--- src/rtl/ljfs_pkg.sv ---
// shared types and constants for the lennard-jones force sum
package ljfs_pkg;

    localparam int MAX_ATOMS_DEF = 256;
    localparam logic [63:0] LJ_K_Q40 = 64'd1840142660;
    localparam logic signed [47:0] FORCE_MAX = 48'sh7FFF_FFFF_FFFF;
    localparam logic signed [47:0] FORCE_MIN = 48'sh8000_0000_0000;

    localparam logic [8:0]  ATOM_COUNT_RST = 9'd256;
    localparam logic [23:0] SIGMA_RST      = 24'd3565158;
    localparam logic [31:0] EPS_RST        = 32'd3992977;

    localparam logic [1:0] CFG_ATOM_COUNT = 2'd0;
    localparam logic [1:0] CFG_SIGMA      = 2'd1;
    localparam logic [1:0] CFG_EPSILON    = 2'd2;

    localparam logic OP_STORE = 1'b0;
    localparam logic OP_QUERY = 1'b1;

    localparam logic [1:0] ST_OK   = 2'd0;
    localparam logic [1:0] ST_SAT  = 2'd1;
    localparam logic [1:0] ST_COIN = 2'd2;

    typedef struct packed {
        logic        op;
        logic [7:0]  atom_index;
        logic signed [31:0] pos_x;
        logic signed [31:0] pos_y;
        logic signed [31:0] pos_z;
    } in_item_t;

    typedef struct packed {
        logic signed [47:0] force_x;
        logic signed [47:0] force_y;
        logic signed [47:0] force_z;
        logic [1:0]  status;
    } out_item_t;

    // shared multiplier operation codes
    typedef enum logic [1:0] {
        MUL_PLAIN,
        MUL_SHIFT32,
        MUL_SHIFT56,
        MUL_SHIFT28
    } mul_op_t;

    // sequencer states
    typedef enum logic [4:0] {
        S_IDLE,
        S_RD_OWN,
        S_LATCH_OWN,
        S_RD_OTHER,
        S_DIFF,
        S_SQ,
        S_R2,
        S_DIV_U,
        S_U2,
        S_U3,
        S_U6,
        S_W,
        S_C,
        S_P,
        S_DIV_G,
        S_M,
        S_ACC,
        S_NEXT,
        S_DONE
    } state_t;

    // divider request and reply
    typedef struct packed {
        logic        start;
        logic [63:0] num;
        logic [63:0] den;
        logic [5:0]  frac;
    } div_req_t;

    typedef struct packed {
        logic        done;
        logic        sat;
        logic [63:0] quo;
    } div_rsp_t;

endpackage

--- src/rtl/ljfs_mul.sv ---
// shared 64x64 multiplier, one 32x32 partial product per cycle
module ljfs_mul (
    input  logic               clk,
    input  logic               rst_n,
    input  logic               start,
    input  ljfs_pkg::mul_op_t  op,
    input  logic [63:0]        a,
    input  logic [63:0]        b,
    output logic               done,
    output logic               sat,
    output logic [63:0]        res
);

    logic [63:0]  a_reg, b_reg;
    logic [127:0] acc_reg, acc_next;
    logic [2:0]   step_reg, step_next;
    logic         busy_reg, busy_next;
    logic         done_reg;
    ljfs_pkg::mul_op_t op_reg;
    logic [31:0]  pa, pb;
    logic [63:0]  pp;
    logic [127:0] pp_sh;
    logic [127:0] shifted;
    logic         hi_nz;

    // partial product select
    always_comb
    begin
        case (step_reg[1:0])
            2'd0:    begin pa = a_reg[31:0];  pb = b_reg[31:0];  end
            2'd1:    begin pa = a_reg[31:0];  pb = b_reg[63:32]; end
            2'd2:    begin pa = a_reg[63:32]; pb = b_reg[31:0];  end
            default: begin pa = a_reg[63:32]; pb = b_reg[63:32]; end
        endcase
        pp = 64'(pa) * 64'(pb);
        case (step_reg[1:0])
            2'd0:    pp_sh = {64'd0, pp};
            2'd3:    pp_sh = {pp, 64'd0};
            default: pp_sh = {32'd0, pp, 32'd0};
        endcase
    end

    // accumulate four partial products
    always_comb
    begin
        acc_next  = acc_reg;
        step_next = step_reg;
        busy_next = busy_reg;
        if (start)
        begin
            acc_next  = '0;
            step_next = '0;
            busy_next = 1'b1;
        end
        else if (busy_reg)
        begin
            acc_next  = acc_reg + pp_sh;
            step_next = step_reg + 3'd1;
            if (step_reg == 3'd3)
            begin
                busy_next = 1'b0;
            end
        end
    end

    always_ff @(posedge clk or negedge rst_n)
    begin
        if (!rst_n)
        begin
            busy_reg <= 1'b0;
            done_reg <= 1'b0;
            step_reg <= '0;
        end
        else
        begin
            busy_reg <= busy_next;
            done_reg <= busy_reg && step_reg == 3'd3;
            step_reg <= step_next;
        end
    end

    always_ff @(posedge clk)
    begin
        acc_reg <= acc_next;
        if (start)
        begin
            a_reg  <= a;
            b_reg  <= b;
            op_reg <= op;
        end
    end

    // final shift and saturation
    always_comb
    begin
        case (op_reg)
            ljfs_pkg::MUL_SHIFT32: shifted = acc_reg >> 32;
            ljfs_pkg::MUL_SHIFT56: shifted = acc_reg >> 56;
            ljfs_pkg::MUL_SHIFT28: shifted = acc_reg >> 28;
            default:               shifted = acc_reg;
        endcase
        hi_nz = |shifted[127:64];
    end

    assign done = done_reg;
    assign sat  = hi_nz;
    assign res  = hi_nz ? 64'hFFFF_FFFF_FFFF_FFFF : shifted[63:0];

endmodule

--- config.mk ---
export PLATFORM = sky130hd
export DESIGN_NAME = ljfs_mul
export DESIGN_NICKNAME = d
export VERILOG_FILES = /design/src/rtl/ljfs_pkg.sv /design/src/rtl/ljfs_mul.sv
export SDC_FILE = /design/constraint.sdc
export NUM_CORES = 2
export LEC_CHECK = 0
export ABC_AREA = 1
export BUFFER_PORTS_ARGS = -buffer_cell sky130_fd_sc_hd__buf_2
export CAP_MARGIN = 20
export CORE_UTILIZATION = 45
export CTS_CLUSTER_DIAMETER = 40
export DETAILED_ROUTE_END_ITERATION = 10
export GPL_ROUTABILITY_DRIVEN = 1
export SLEW_MARGIN = 15
export SYNTH_ARGS = -nofsm -noshare
export SYNTH_HDL_FRONTEND = slang
export SYNTH_SLANG_ARGS = --single-unit
--- constraint.sdc ---
create_clock -name clk -period 12.2 [get_ports clk]
set_clock_uncertainty 0.1 [all_clocks]
set_input_delay 0.61 -clock clk [delete_from_list [all_inputs] [get_ports clk]]
set_output_delay 0.61 -clock clk [all_outputs]
set_load 0.01 [all_outputs]
; ---- Word level (Yosys, flattened, before mapping)
; Cells that the tools add are included.
[word_totals]
word_cells = 33
reg_bits = 263
[op_classes]
n_mul = 1
n_eq_ne = 7
n_addsub = 2
n_mux = 10
n_reduce_logical = 6
[ops]
columns = op, n
row1 = 128-bit one-hot mux with 3 select lines, 1
row2 = 128-bit one-hot mux with 2 select lines, 1
row3 = 128-bit adder, 1
row4 = 32-bit by 32-bit multiplier with 64-bit output, 1
row5 = 32-bit 2-to-1 mux, 2
row6 = 64-bit 2-to-1 mux, 1
row7 = 64-bit OR reduction, 1
row8 = "2-bit equality test, second input constant", 4
row9 = 3-bit 2-to-1 mux, 2
row10 = "2-bit by 1-bit equality test with 1-bit output, second input constant", 2
row11 = 2-bit OR reduction, 2
row12 = "3-bit by 1-bit adder with 3-bit output, second input constant", 1
row13 = "3-bit by 2-bit equality test with 1-bit output, second input constant", 1
row14 = 1-bit 2-to-1 mux, 3
row15 = 2-bit logical NOT, 1
row16 = 2-bit nonzero test, 1
row17 = 1-bit logical AND, 1

; ---- Depth between registers and ports, before layout
[depth]
word_depth = 6
ltp_mapped = 58

; ---- Least setup slack after synthesis
; No wires, ideal clock.
[synth_path]
path_type = reg-to-reg
startpoint = register step_reg[0]
endpoint = register acc_reg[107]
path_stages_with_launch = 47
period_less_slack_ps = 9196
n_path_buf = 2
slack_ps = 3004
arrival_ps = 8983
path_cell_list = dfrtp_1 > inv_1 > ha_1 > nor2_2 > buf_2 > o21ai_0 > inv_2 > buf_1 > nor2_1 > fa_1 > fa_1 > fa_1 > inv_1 > fa_1 > inv_1 > fa_1 > inv_1 > fa_1 > [... 11 more ...] > or2_1 > nand3_1 > o21ai_0 > ha_1 > nand2_1 > nor2_1 > inv_1 > nor2_1 > inv_2 > nor2_2 > inv_2 > nor2_4 > nand3_1 > or2_1 > nand2_1 > nand2_1 > nand3_1 > nand2_1
[synth_via]
elab_chain_cells = 6
[synth_rtl]
columns = element, line
row1 = from (decl), ljfs_mul.sv:16  ; logic [2:0] step_reg, step_next;
row2 = from (signal assigned), ljfs_mul.sv:78  ; step_reg <= step_next;
row3 = "2-bit by 1-bit equality test with 1-bit output, or another cell as far along", ljfs_mul.sv:29  ; case (step_reg[1:0])
row4 = 2-bit OR reduction (no source line), n/a
row5 = 32-bit 2-to-1 mux, ljfs_mul.sv:29
row6 = 32-bit by 32-bit multiplier with 64-bit output, ljfs_mul.sv:35  ; pp = 64'(pa) * 64'(pb);
row7 = 128-bit one-hot mux with 2 select lines (*), ljfs_mul.sv:36  ; case (step_reg[1:0])
row8 = 128-bit adder (*), ljfs_mul.sv:57  ; acc_next = acc_reg + pp_sh;
row9 = to (signal assigned), ljfs_mul.sv:84  ; acc_reg <= acc_next;
row10 = to (decl), ljfs_mul.sv:15  ; logic [127:0] acc_reg, acc_next;
; Every way passes the cells marked *; elsewhere a longest branch is shown, timed or not.
; A chain may end at the register's enable or synchronous reset.

; ---- Worst setup path after layout
[layout_path]
startpoint = register step_reg[0]
endpoint = register acc_reg[63]
; Same word-level chain as after synthesis.

==> metrics.txt <==
Core ar. 122000 um^2; die width 353 um; layout cells sized above 1 15.7%; total negative setup slack 0 ps; Syn Area/Cell 7.35 um^2; crit path kind flop to flop; CTS H-Tree Depth 3; dominant cell type by area after synthesis fa_1; area of the multi-input gates 42300 um^2; antenna violations before repair 8; Initial DRT Pass Iterations 6; Mapped Cells 7560; area share of the largest cell type after synthesis 32.3%; Final setup viols 0; WP data required 12580 ps; Clock Path Buffers 3; port bufs 198; Largest register FFs 128; CP arrival 12320 ps; CP max FO 33; largest net degree at the start of global routing 72; vias in the first global route 58000; Distinct cells, synth 52; clk_lat worst skew 700 ps; final WL 280000 um; RSZ-0062 raised after global routing no; CP Launch Type flop; max_slew headroom 14.7%; Avg WL per Cell 27.4 um; I/O Pins 199; synth top area cells fa_1 (32%), inv_1 (10%), nand2_1 (10%), ha_1 (9.0%), nor2_1 (7.9%); clock period minus worst slack 11940 ps; Die Ht 353 um; most common cell in the netlist inv_1; slowest cell on the critical path o21ai_1; Mapped Nets 8992; Ys Warns 0; CP peak stage delay 760 ps; Design Area, Final 68300 um^2; root buf cell clkbuf_16; Final Hold Fails 0; Initial Util 45.5%; Synth async-reset ratio 1.90%; type of the worst min-delay path input port to flop; max_cap viols 0; mapped cell area 55600 um^2; fill count 11800; final period utilization 97.9%; GPL Wtd Cong 1.10; grt total ovfl 0; Total GRT Usage 44.7%; synthesis-stage register bit count 263; ys flop type edfxtp_1; HPWL after DPL 237000 um; initial DRC count 5790; Rows 128; Post-synth EDFFs 130; DR vias 57200; vias per inst 5.60; CP endpoint kind flop; Post-synth top cells inv_1 (1520), nand2_1 (1486), nor2_1 (1175); CTS Sinks 263; first-pass GRT wire length 400000 um; status finished clean; CTS tree yes; Critical Path Most Common Cell fa_1; placed inst area 64000 um^2; Slew Viols, Final 0; Antenna Nets Post-Route 0; number of remaining DRC errors 0; Area growth, synth to finish 22.8%; FF/Latch Area 6590 um^2; Clock transition at path regs 50 ps; sequential-to-total area share from yosys stat 11.9%; Nets 9958; total die area 125000 um^2; worst slew pin tran 1280 ps; Inserted Clock Buffers 76; FMAX 83.8 MHz
==> final timing paths <==
kind                         startpoint  slack (ps)  cells past startpoint           end
max in group asynchronous         rst_n       11430                      2   step_reg[2]
max                         step_reg[0]         260                     45   acc_reg[63]
min reg2reg                acc_reg[121]         400                      2  acc_reg[121]
max reg2reg                 step_reg[0]         260                     45   acc_reg[63]
min in group asynchronous         rst_n         280                      2          done
min                               b[21]          30                      1     b_reg[21]
==> layer usage <==
layer  part of all wire, %  wire [um]  track usage (%)
met5                 0.016         46                0
met4                    10      28500             37.4
met3                   9.0      25300             9.65
met2                    45     125000             70.1
met1                    36     101000             52.5
==> cell type report <==
| cell class | instances | area share, % |
|---|---|---|
| diodes | 7 | 0.0257 |
| clock buffers | 82 | 2.83 |
| clock inverters | 59 | 1.45 |
| inverters | 1573 | 8.65 |
| multi-input cells | 5485 | 62.0 |
| flip-flops and latches | 263 | 9.65 |
| well taps | 1625 | 2.98 |
| repair buffers | 1127 | 12.4 |
==> through the flow <==
step | setup slack (ps) | hold slack (ps) | std cells | utilization, %
after global routing | 12.7 | 17.6 | 10200 | 55.9
final | 261 | 29.3 | 10200 | 55.9
after global placement | 153 | 366 | 9948 | 52.4
after detailed placement | 146 | 384 | 9949 | 52.4
after floorplan | 3000 | 214 | 7560 | -
after CTS | 107 | 0.194 | 10200 | 55.7
==> worst max-delay path, delay by kind of cell (launching register included) <==
kind / cells / cell delay, ps
AO/OA/AOI/OAI: 8 / 2180
XOR/XNOR: 1 / 300
adder cells (fa/ha/maj): 11 / 5170
buffers and inverters: 14 / 2100
flip-flops: 1 / 400
AND/OR/NAND/NOR: 11 / 1400
==> cells in the final DEF (no fill, tap or decap), types with 21 or more instances in the layout <==
| cell | instances |
|---|---|
| edfxtp_1 | 130 |
| ha_1 | 400 |
| nor4_1 | 30 |
| a21oi_1 | 353 |
| nand4_1 | 24 |
| nor2_1 | 1170 |
| nand3_1 | 166 |
| bufinv_16 | 21 |
| a221oi_1 | 62 |
| inv_2 | 41 |
| xnor2_1 | 49 |
| dfxtp_1 | 128 |
| o21ai_1 | 61 |
| xor2_1 | 29 |
| buf_2 | 197 |
| inv_1 | 1519 |
| o22ai_1 | 107 |
| a21o_1 | 27 |
| nand2_2 | 27 |
| clkbuf_16 | 76 |
| nor2_2 | 33 |
| nor3_1 | 42 |
| nand3b_1 | 33 |
| nand2_1 | 1484 |
| o21ai_2 | 47 |
| buf_4 | 794 |
| dlygate4sd3_1 | 115 |
| o21bai_1 | 45 |
| fa_1 | 897 |
| o21ai_0 | 284 |
==> logic make-up (layout without fill, tap and decap cells) <==
family                     after synthesis  count (layout)  synth area share (%)
AOI/OAI and AO/OA                     1054            1054                  11.1
xor gates and xnor gates                79              79                  1.24
adders and majority gates             1299            1299                  41.3
buffers and inverters                 1813            2841                  12.3
DFF                                    263             263                  11.9
other                                    0               7                     0
and+or+nand+nor                       3052            3053                  22.1
==> what timing repair did <==
action                                  CTS  global route
endpoints found under the hold margin   119             0
endpoints found under the setup margin    0            80
gates resized for setup                   0            12
setup buffers                             0             7
hold buffers                            115             0
Power is not shown: default switching activity piles up to over one toggle a cycle in this logic, so the estimate is an artifact.
