<file path="src/rtl/ljfs_pkg.sv">
// shared types and constants for the lennard-jones force sum
package ljfs_pkg;

    localparam int MAX_ATOMS_DEF = 256;
    localparam logic [63:0] LJ_K_Q40 = 64'd1840142660;
    localparam logic signed [47:0] FORCE_MAX = 48'sh7FFF_FFFF_FFFF;
    localparam logic signed [47:0] FORCE_MIN = 48'sh8000_0000_0000;

    localparam logic [8:0]  ATOM_COUNT_RST = 9'd256;
    localparam logic [23:0] SIGMA_RST      = 24'd3565158;
    localparam logic [31:0] EPS_RST        = 32'd3992977;

    localparam logic [1:0] CFG_ATOM_COUNT = 2'd0;
    localparam logic [1:0] CFG_SIGMA      = 2'd1;
    localparam logic [1:0] CFG_EPSILON    = 2'd2;

    localparam logic OP_STORE = 1'b0;
    localparam logic OP_QUERY = 1'b1;

    localparam logic [1:0] ST_OK   = 2'd0;
    localparam logic [1:0] ST_SAT  = 2'd1;
    localparam logic [1:0] ST_COIN = 2'd2;

    typedef struct packed {
        logic        op;
        logic [7:0]  atom_index;
        logic signed [31:0] pos_x;
        logic signed [31:0] pos_y;
        logic signed [31:0] pos_z;
    } in_item_t;

    typedef struct packed {
        logic signed [47:0] force_x;
        logic signed [47:0] force_y;
        logic signed [47:0] force_z;
        logic [1:0]  status;
    } out_item_t;

    // shared multiplier operation codes
    typedef enum logic [1:0] {
        MUL_PLAIN,
        MUL_SHIFT32,
        MUL_SHIFT56,
        MUL_SHIFT28
    } mul_op_t;

    // sequencer states
    typedef enum logic [4:0] {
        S_IDLE,
        S_RD_OWN,
        S_LATCH_OWN,
        S_RD_OTHER,
        S_DIFF,
        S_SQ,
        S_R2,
        S_DIV_U,
        S_U2,
        S_U3,
        S_U6,
        S_W,
        S_C,
        S_P,
        S_DIV_G,
        S_M,
        S_ACC,
        S_NEXT,
        S_DONE
    } state_t;

    // divider request and reply
    typedef struct packed {
        logic        start;
        logic [63:0] num;
        logic [63:0] den;
        logic [5:0]  frac;
    } div_req_t;

    typedef struct packed {
        logic        done;
        logic        sat;
        logic [63:0] quo;
    } div_rsp_t;

endpackage

</file>
<file path="src/rtl/ljfs_div.sv">
// restoring fractional divider, one quotient bit per cycle
module ljfs_div (
    input  logic              clk,
    input  logic              rst_n,
    input  ljfs_pkg::div_req_t req,
    output ljfs_pkg::div_rsp_t rsp
);

    logic [63:0] rem_reg, rem_next;
    logic [63:0] quo_reg, quo_next;
    logic [63:0] den_reg, den_next;
    logic [6:0]  cnt_reg, cnt_next;
    logic        busy_reg, busy_next;
    logic        done_reg, done_next;
    logic        sat_reg, sat_next;
    logic [64:0] shl;
    logic        fits;

    // quotient overflows when num >= den << (64-frac)
    always_comb
    begin
        fits = (req.num >> (7'd64 - {1'b0, req.frac})) < req.den;
    end

    // one bit of long division per cycle over 64 + frac bits
    always_comb
    begin
        rem_next  = rem_reg;
        quo_next  = quo_reg;
        den_next  = den_reg;
        cnt_next  = cnt_reg;
        busy_next = busy_reg;
        done_next = 1'b0;
        sat_next  = sat_reg;
        shl       = {rem_reg, quo_reg[63]};
        if (req.start)
        begin
            rem_next  = '0;
            quo_next  = req.num;
            den_next  = req.den;
            cnt_next  = 7'd64 + {1'b0, req.frac};
            busy_next = 1'b1;
            sat_next  = 1'b0;
        end
        else if (busy_reg)
        begin
            if (shl >= {1'b0, den_reg})
            begin
                rem_next = 64'(shl - {1'b0, den_reg});
                quo_next = {quo_reg[62:0], 1'b1};
            end
            else
            begin
                rem_next = shl[63:0];
                quo_next = {quo_reg[62:0], 1'b0};
            end
            cnt_next = cnt_reg - 7'd1;
            if (cnt_reg == 7'd1)
            begin
                busy_next = 1'b0;
                done_next = 1'b1;
            end
        end
    end

    always_ff @(posedge clk or negedge rst_n)
    begin
        if (!rst_n)
        begin
            busy_reg <= 1'b0;
            done_reg <= 1'b0;
            cnt_reg  <= '0;
        end
        else
        begin
            busy_reg <= busy_next;
            done_reg <= done_next;
            cnt_reg  <= cnt_next;
        end
    end

    // the overflow check is taken on the start cycle
    always_ff @(posedge clk)
    begin
        rem_reg <= rem_next;
        quo_reg <= quo_next;
        den_reg <= den_next;
        sat_reg <= req.start ? !fits : sat_next;
    end

    assign rsp.done = done_reg;
    assign rsp.sat  = sat_reg;
    assign rsp.quo  = sat_reg ? 64'hFFFF_FFFF_FFFF_FFFF : quo_reg;

endmodule

</file>
<file path="config.mk">
export PLATFORM = sky130hd
export DESIGN_NAME = ljfs_div
export DESIGN_NICKNAME = d
export VERILOG_FILES = /design/src/rtl/ljfs_pkg.sv /design/src/rtl/ljfs_div.sv
export SDC_FILE = /design/constraint.sdc
export NUM_CORES = 1
export LEC_CHECK = 0
export BUFFER_PORTS_ARGS = -buffer_cell sky130_fd_sc_hd__buf_2
export CORE_MARGIN = 4
export CORE_UTILIZATION = 35
export CTS_CLUSTER_DIAMETER = 120
export CTS_CLUSTER_SIZE = 12
export DETAILED_ROUTE_END_ITERATION = 6
export PLACE_DENSITY_LB_ADDON = 0.1
export SLEW_MARGIN = 5
export SYNTH_ARGS = -nofsm -noshare
export SYNTH_HDL_FRONTEND = slang
export SYNTH_SLANG_ARGS = --single-unit
</file>
<file path="constraint.sdc">
create_clock -name clk -period 8.6 [get_ports clk]
set_input_delay 2.58 -clock clk [delete_from_list [all_inputs] [get_ports clk]]
set_output_delay 2.58 -clock clk [all_outputs]
set_load 0.05 [all_outputs]
</file>
==> After elaboration in Yosys (flattened, before gate mapping) <==
Index checks and enable logic that the tools add are counted.
Widths: inputs -> output; s select.
{ "totals": {"reg_bits": 202, "latchBits": 0, "ram_bits": 0, "rom_bits": 0, "wordCells": 31, "mem_count": 0} }
{ "op_classes": {"add_sub_neg": 4, "mul": 0, "div": 0, "magnitude_cmp": 2, "eq_ne": 1, "shift": 1, "muxes": 14, "bitwise": 0, "reduce_logical": 2} }
{ "op_table": {"columns": ["op", "n"], "rows": [
  ["$mux 64", 4],
  ["$ge 65x64->1", 1],
  ["$lt 64x64->1", 1],
  ["$shr 64x7->64", 1],
  ["$sub 64x64->64", 1],
  ["$mux 7", 2],
  ["$mux 1", 8],
  ["$add 7x6->7 const A", 1],
  ["$eq 7x1->1 const B", 1],
  ["$sub 7x1->7 const B", 1],
  ["$sub 7x6->7 const A", 1],
  ["$reduce_bool 2->1", 1],
  ["$logic_not 1->1", 1]
]} }

==> Depth between registers and ports, before layout <==
Gate-level depths: netlist of the first run.
{ "logic_depth": {"word_depth": 5, "ltp_mapped": 28} }

==> Worst setup path before layout of the first run <==
No wires, ideal clock.
{ "synth_timing": {"kind": "input port to flip-flop", "startpoint": "in req[0] (netlist bit)", "endpoint": "reg sat_reg, data pin", "setup_ns": 0.254, "t_arrival_ns": 7.983, "required_ns": 8.346, "slack_ns": 0.363, "cell_stages": 27, "path_buffers": 8, "cell_sequence": "buf_2 > buf_2 > buf_2 > buf_2 > inv_1 > ha_1 > clkbuf_1 > clkbuf_1 > clkbuf_1 > clkbuf_1 > mux4_2 > nand2_1 > nand2_1 > o21ai_0 > nor2_1 > a21oi_1 > o22ai_1 > ha_1 > a21oi_1 > nor2_1 > a2111oi_0 > nor2_1 > a2111oi_0 > a21oi_1 > nor2_1 > o41ai_1 > a21o_1"} }
{ "synth_between": {"elab_chain_len": 5} }
{ "synth_lines": {"columns": ["item", "line", "text"], "rows": [
  ["start, declared", "ljfs_div.sv:5", "input ljfs_pkg::div_req_t req,"],
  ["$sub 7x6->7", "ljfs_div.sv:22", "fits = (req.num >> (7'd64 - {1'b0, req.frac})) < req.den;"],
  ["$shr 64x7->64", "ljfs_div.sv:22", null],
  ["$lt 64x64->1", "ljfs_div.sv:22", null],
  ["$logic_not 1->1", "ljfs_div.sv:88", "sat_reg <= req.start ? !fits : sat_next;"],
  ["$mux 1", "ljfs_div.sv:88", null],
  ["end signal, assigned", "ljfs_div.sv:88", null],
  ["end, declared", "ljfs_div.sv:15", "logic sat_reg, sat_next;"]
]} }
Every way passes these cells. The select of a mux whose other input is x is not followed.
A chain may end at the register's enable or synchronous reset.

==> Worst setup path in the final report of the first run <==
Same ends and word-level chain as after synthesis.

==> impl_metrics.env, run 1 <==
export IMPL_status="complete, no violations"
export IMPL_reg2regPathDepth=13
export IMPL_diodes=0
export IMPL_ioPinCount=203
export IMPL_multi_input_area_sq_mm=0.0114
export IMPL_ctsResizeCount=0
export IMPL_synth_avg_cell_area_sq_um=8.49
export IMPL_post_dp_hpwl_um=45700
export IMPL_timing_critical_path_to="sat_reg"
export IMPL_synthFlopType="edfxtp_1"
export IMPL_r2r_slack_ns=4.62
export IMPL_fin_util_pct=39.8
export IMPL_drt_iter0_drc=1051
export IMPL_setup_viol=0
export IMPL_die_area_sq_mm=0.0546
export IMPL_grt_overflow=0
export IMPL_seq_area_frac_synth_pct=30.2
export IMPL_cts_sinks=202
export IMPL_r2r_start="den_reg[15]"
export IMPL_cp_end_kind="register"
export IMPL_initial_core_util_pct=35.5
export IMPL_synth_xor_area_share_pct=3.14
export IMPL_finalWeightedCongestion=0.926
export IMPL_clk_root_buffer_cell="clkbuf_16"
export IMPL_seqCellArea_sq_mm=0.00538
export IMPL_wirelength_um=57600
export IMPL_drv_slew=0
export IMPL_synth_edf_count=129
export IMPL_yosysWarningCount=0
export IMPL_rsz0062_at_grt="no"
export IMPL_hold_viol=0
export IMPL_clock_latency_ns=0.53
export IMPL_setup_worst_path_start_class="input port"
export IMPL_synth_simple_area_share_pct=17.6
export IMPL_die_y_um=234
export IMPL_netlist_area_sq_mm=0.0178
export IMPL_coreArea_sq_mm=0.0503
export IMPL_htree_levels=1
export IMPL_finalCritPeriodShare_pct=80.3
export IMPL_postRouteAntennaNets=0
export IMPL_antenna_found_initial=0
export IMPL_required_ns=8.89
export IMPL_placedCellCount=2854
export IMPL_hold_class="register to register"
export IMPL_r2r_end="rem_reg[62]"
export IMPL_fin_cells=2890
export IMPL_tightestPinTransition_ns=1.02
export IMPL_synth_compound_area_share_pct=19.4
export IMPL_slew_headroom_pct=32.1
export IMPL_fin_nets=2472
export IMPL_numCtsBuffers=20
export IMPL_fin_setup_tns_ns=0
export IMPL_vias_per_cell=5.46
export IMPL_drt_first_pass_iters=5
export IMPL_final_common_cell="nor2_1"
export IMPL_ys_types=71
export IMPL_crit_fanout=31
export IMPL_synthAdderAreaFrac_pct=9.24
export IMPL_cap_violations=0
export IMPL_grt_pass1_vias=15600
export IMPL_synth_top_family_by_area="compound AO/OA/AOI/OAI gates"
export IMPL_routedWlPerCell_um=19.9
export IMPL_crit_type="input port to register"
export IMPL_die_w_um=234
export IMPL_final_cell_mix="232 x nor2_1, 200 x buf_2, 198 x nand2_1, 181 x a21oi_1, 151 x inv_1"
export IMPL_grt_use_total_pct=20.6
export IMPL_syn_inst=2099
export IMPL_rows=82
export IMPL_cts_path_max_buffers=3
export IMPL_nFillCells=5243
export IMPL_cp_startpoint="req[0]"
export IMPL_cp_arrival_ns=7.20
export IMPL_synthMuxAreaShare_pct=14.0
export IMPL_clock_skew_ns=0.0185
export IMPL_syn2layout_area_growth_pct=12.1
export IMPL_cts_hold_buf=0
export IMPL_drcViolationCount=0
export IMPL_port_buffers=202
export IMPL_grt_pass1_wl_um=89400
export IMPL_syn_num_nets=2367
export IMPL_max_freq_mhz=145
export IMPL_powerDensity_mw_per_mm2=149
export IMPL_vias=15800
export IMPL_clk_pin_slew_ns=0.07
export IMPL_async_flop_share_pct=4.46
export IMPL_leakage_nw=8.60
export IMPL_ys_seq_elements=202
export IMPL_fin_crit_ns=6.91
export IMPL_cts_tree="yes"
export IMPL_ir_drop_mv=0.129
export IMPL_grt_max_degree=74
export IMPL_drive_above_1_share_pct=20.3
export IMPL_cts_setup_buffers=0
## metrics by stage
| stage | instance area, sq um | hold slack [ns] | setup slack, ns | total power [mW] |
|---|---|---|---|---|
| 6_report | 20000 | 0.502 | 1.69 | 2.98 |
| 4_1_cts | 20000 | 0.503 | 1.76 | 3.01 |
| 5_1_grt | 20000 | 0.524 | 1.23 | 3.15 |
| 2_1_floorplan | 17800 | 0.460 | 0.363 | 1.84 |
| 3_5_place_dp | 19400 | 0.495 | 1.18 | 2.14 |
| 3_3_place_gp | 19400 | 0.489 | 1.29 | 2.13 |
## cell type report
class / count / share of cell area (%)
Multi-Input combinational cell: 1604 / 57.1
Tap cell: 672 / 4.21
Clock buffer: 36 / 2.96
Sequential cell: 202 / 26.9
Timing Repair Buffer: 224 / 5.93
Inverter: 152 / 2.85
## worst max-delay path, cell delays in order
cell and delay, ns:
buf_4 0.15, inv_1 0.11, ha_2 0.75, inv_1 0.46
a21o_1 0.26, o21ai_0 0.17, o21ai_0 0.17, o21ai_0 0.41
nor2_1 0.08, a21oi_1 0.21, nor2_1 0.09, ha_1 0.32
a21o_1 0.18, a21o_1 0.16, a21o_1 0.17, a21oi_1 0.14
nor2b_1 0.06, o211ai_1 0.18, a21oi_1 0.09, a21oi_1 0.13
o311ai_0 0.15, a21o_1 0.18
## routing by layer
metal	track usage (%)	routed length, um	share of wire, %
met5	0	0	0
met4	4.98	1270	2.2
met3	2.17	2210	3.8
met2	35.4	27800	48
met1	27.8	26300	46
## where the power goes
group          internal, mW  switching, mW  total [mW]
Combinational         0.356          0.624       0.980
Clock                 0.463          0.398       0.861
Sequential             1.11         0.0323        1.14
Total                  1.92           1.05        2.98
## how the worst min path moves through the flow
| stage | from | end | slack, ns | cells after the start |
|---|---|---|---|---|
| finish | rem_reg[52] | rem_reg[52] | 0.50 | 2 |
| CTS | rem_reg[52] | rem_reg[52] | 0.50 | 2 |
| floorplan | rem_reg[63] | rem_reg[63] | 0.46 | 2 |
| global route | rem_reg[9] | rem_reg[9] | 0.52 | 2 |
| global placement | rem_reg[63] | rem_reg[63] | 0.49 | 2 |
| detailed placement | rem_reg[52] | rem_reg[52] | 0.50 | 2 |
## synth_stat cells (all sizes together), types with 5 or more instances
cell | n | share of area, %
or3 | 11 | 0.39
nor3 | 31 | 0.90
or2 | 65 | 2.3
xnor2 | 37 | 1.8
o211ai | 16 | 0.67
a21o | 39 | 1.6
nor2b | 21 | 0.74
clkbuf | 112 | 2.4
a21oi | 182 | 5.1
nand4 | 37 | 1.3
mux2i | 59 | 3.3
ha | 130 | 9.1
nand3 | 35 | 0.98
and2 | 8 | 0.28
o31ai | 6 | 0.25
xor2 | 27 | 1.3
nand2 | 199 | 4.2
o21ai | 106 | 3.0
inv | 152 | 3.2
nor3b | 6 | 0.25
o21a | 9 | 0.38
a22oi | 7 | 0.29
a31oi | 15 | 0.61
o21bai | 17 | 0.72
a211oi | 71 | 3.1
edfxtp | 129 | 22
o22ai | 35 | 1.2
o31a | 8 | 0.39
mux4 | 51 | 6.4
dfrtp | 9 | 1.3
a21boi | 5 | 0.21
buf | 29 | 0.81
nor2 | 232 | 4.9
dfxtp | 64 | 7.2
and3 | 7 | 0.27
nand2b | 15 | 0.53
mux2 | 67 | 4.2
## cells by family after synthesis
family | count (synthesis)
compound gates | 551
flops | 202
xor+xnor | 64
mux | 177
simple gates | 681
buf+inv | 293
fa+ha+maj | 131
No activity file was read; power rests on OpenSTA's default activity.
==> run 2, diff against run 1 <==
==> constraint.sdc (replaced) <==
create_clock -name clk -period 6.45 [get_ports clk]
set_input_delay 1.935 -clock clk [delete_from_list [all_inputs] [get_ports clk]]
set_output_delay 1.935 -clock clk [all_outputs]
set_load 0.05 [all_outputs]
==> impl_metrics.env, run 2 (synthesis gave the netlist of run 1 again) <==
export IMPL_status="complete, no violations"
export IMPL_drcViolationCount=0
export IMPL_fin_nets=2495
export IMPL_cp_end_kind="register"
export IMPL_max_freq_mhz=178
export IMPL_rows=82
export IMPL_syn2layout_area_growth_pct=13.4
export IMPL_placedCellCount=2877
export IMPL_hold_viol=0
export IMPL_leakage_nw=8.73
export IMPL_clock_latency_ns=0.54
export IMPL_rsz0062_at_grt="no"
export IMPL_seqCellArea_sq_mm=0.00538
export IMPL_path_cells="buf_4, inv_1, ha_2, nor2b_1, nor2b_1, buf_4, xor2_4, buf_4, nand2b_1, o22ai_1, ha_1, a21o_1, a211oi_1, nor2_1, nor3_1, or3_1, a21oi_1, nor2_1, o41ai_1, a21o_1"
export IMPL_grt_pass1_wl_um=89600
export IMPL_die_area_sq_mm=0.0546
export IMPL_finalInstanceArea_sq_mm=0.0202
export IMPL_crit_cells=20
export IMPL_cts_hold_buf=0
export IMPL_ctsResizeCount=0
export IMPL_routedWlPerCell_um=19.8
export IMPL_cts_setup_buffers=0
export IMPL_fin_setup_tns_ns=0
export IMPL_hold_depth=2
export IMPL_die_y_um=234
export IMPL_drt_first_pass_iters=5
export IMPL_grt_overflow=0
export IMPL_nFillCells=5282
export IMPL_critPathMostFrequentCell="buf_4"
export IMPL_numCtsBuffers=20
export IMPL_htree_levels=1
export IMPL_hold_class="register to register"
export IMPL_slew_headroom_pct=35.0
export IMPL_setup_worst_path_start_class="input port"
export IMPL_initial_core_util_pct=35.5
export IMPL_die_w_um=234
export IMPL_cts_path_max_buffers=3
export IMPL_postRouteAntennaNets=0
export IMPL_clk_pin_slew_ns=0.07
export IMPL_clock_skew_ns=0.00993
export IMPL_port_buffers=202
export IMPL_crit_family="compound AO/OA/AOI/OAI gates"
export IMPL_crit_fanout=34
export IMPL_drt_iter0_drc=872
export IMPL_wirelength_um=57700
export IMPL_fin_cells=2913
export IMPL_tightestPinTransition_ns=0.976
export IMPL_final_cell_mix="232 x nor2_1, 200 x buf_2, 198 x nand2_1, 181 x a21oi_1, 151 x inv_1"
export IMPL_vias_per_cell=5.41
export IMPL_cts_tree="yes"
export IMPL_required_ns=6.75
export IMPL_antenna_found_initial=1
export IMPL_cts_sinks=202
export IMPL_grt_use_total_pct=20.7
export IMPL_multi_input_area_sq_mm=0.0114
export IMPL_setup_viol=0
export IMPL_finalCritPeriodShare_pct=86.9
export IMPL_reg2regPathDepth=13
export IMPL_cap_violations=0
export IMPL_vias=15800
export IMPL_coreArea_sq_mm=0.0503
export IMPL_post_dp_hpwl_um=46300
export IMPL_cp_arrival_ns=5.91
export IMPL_drive_above_1_share_pct=21.1
export IMPL_powerDensity_mw_per_mm2=198
export IMPL_cpPeakStageDelay_ns=0.40
export IMPL_grt_max_degree=113
export IMPL_worst_path_max_delay_cell="buf_4"
export IMPL_clk_root_buffer_cell="clkbuf_16"
export IMPL_cp_num_buf_inv=4
export IMPL_grt_pass1_vias=15700
export IMPL_crit_type="input port to register"
export IMPL_final_common_cell="nor2_1"
export IMPL_fin_crit_ns=5.61
export IMPL_ioPinCount=203
export IMPL_placed_area_sq_mm=0.0196
export IMPL_ir_drop_mv=0.177
export IMPL_finalWeightedCongestion=0.936
export IMPL_drv_slew=0
-- run 2: cell types whose count changed in the layout (fill, tap and decap cells not counted) --
cell / change
clkbuf_1: -1
buf_12: +4
buf_4: +19
diode_2: +1
-- run 2: per-layer routing --
| metal | up-vias | GRT usage (%) | routed length [um] | part of all wire, % |
|---|---|---|---|---|
| met4 | 2 | 6.59 | 2100 | 3.6 |
| met3 | 89 | 2.66 | 2140 | 3.7 |
| met1 | 7500 | 27.4 | 26000 | 45 |
| met5 | - | 0 | 12 | 0.021 |
| met2 | 329 | 35.0 | 27500 | 48 |
| li1 | 7850 | - | - | - |
-- run 2: worst paths after layout --
check | start | end | slack (ns)
setup / recovery | req[0] | sat_reg | 0.84
hold / removal | rem_reg[30] | rem_reg[30] | 0.51
setup reg to reg | quo_reg[63] | rem_reg[54] | 2.52
hold reg to reg | rem_reg[30] | rem_reg[30] | 0.51
max in group asynchronous | rst_n | busy_reg | 4.99
min in group asynchronous | rst_n | busy_reg | 1.25
-- run 2: worst reg2reg max path: stages, from the launching register on --
cell      delay, ns
edfxtp_1       0.50
inv_1          0.11
ha_1           0.19
fa_1           0.21
nor2b_1        0.08
o31a_1         0.31
o211ai_1       0.23
a21oi_1        0.13
nor3_1         0.64
o211ai_1       0.34
a21oi_1        0.54
xnor2_1        0.20
mux2i_1        0.12
a211oi_1       0.25
-- run 2: layout make-up --
class	count	share of cell area (%)
sequential	202	26.6
inverter	152	2.82
antenna	1	0.0124
clock buffer	35	2.91
tap	672	4.16
multi-input combinational	1604	56.5
timing repair buffer	247	6.96
-- run 2: per-stage QoR --
stage	setup WS [ns]	power [mW]	utilization [%]	hold WS (ns)
after floorplan	0.00566	2.45	-	0.460
after global placement	0.301	2.88	39.0	0.483
after detailed placement	0.279	2.88	39.0	0.496
after CTS	0.853	4.05	40.2	0.507
after global routing	0.435	4.23	40.2	0.526
final	0.843	3.99	40.2	0.506
-- run 2: power breakdown --
part           internal [mW]  switching (mW)  total [mW]
clock                  0.614           0.524        1.14
sequential              1.47          0.0422        1.52
combinational          0.500           0.840        1.34
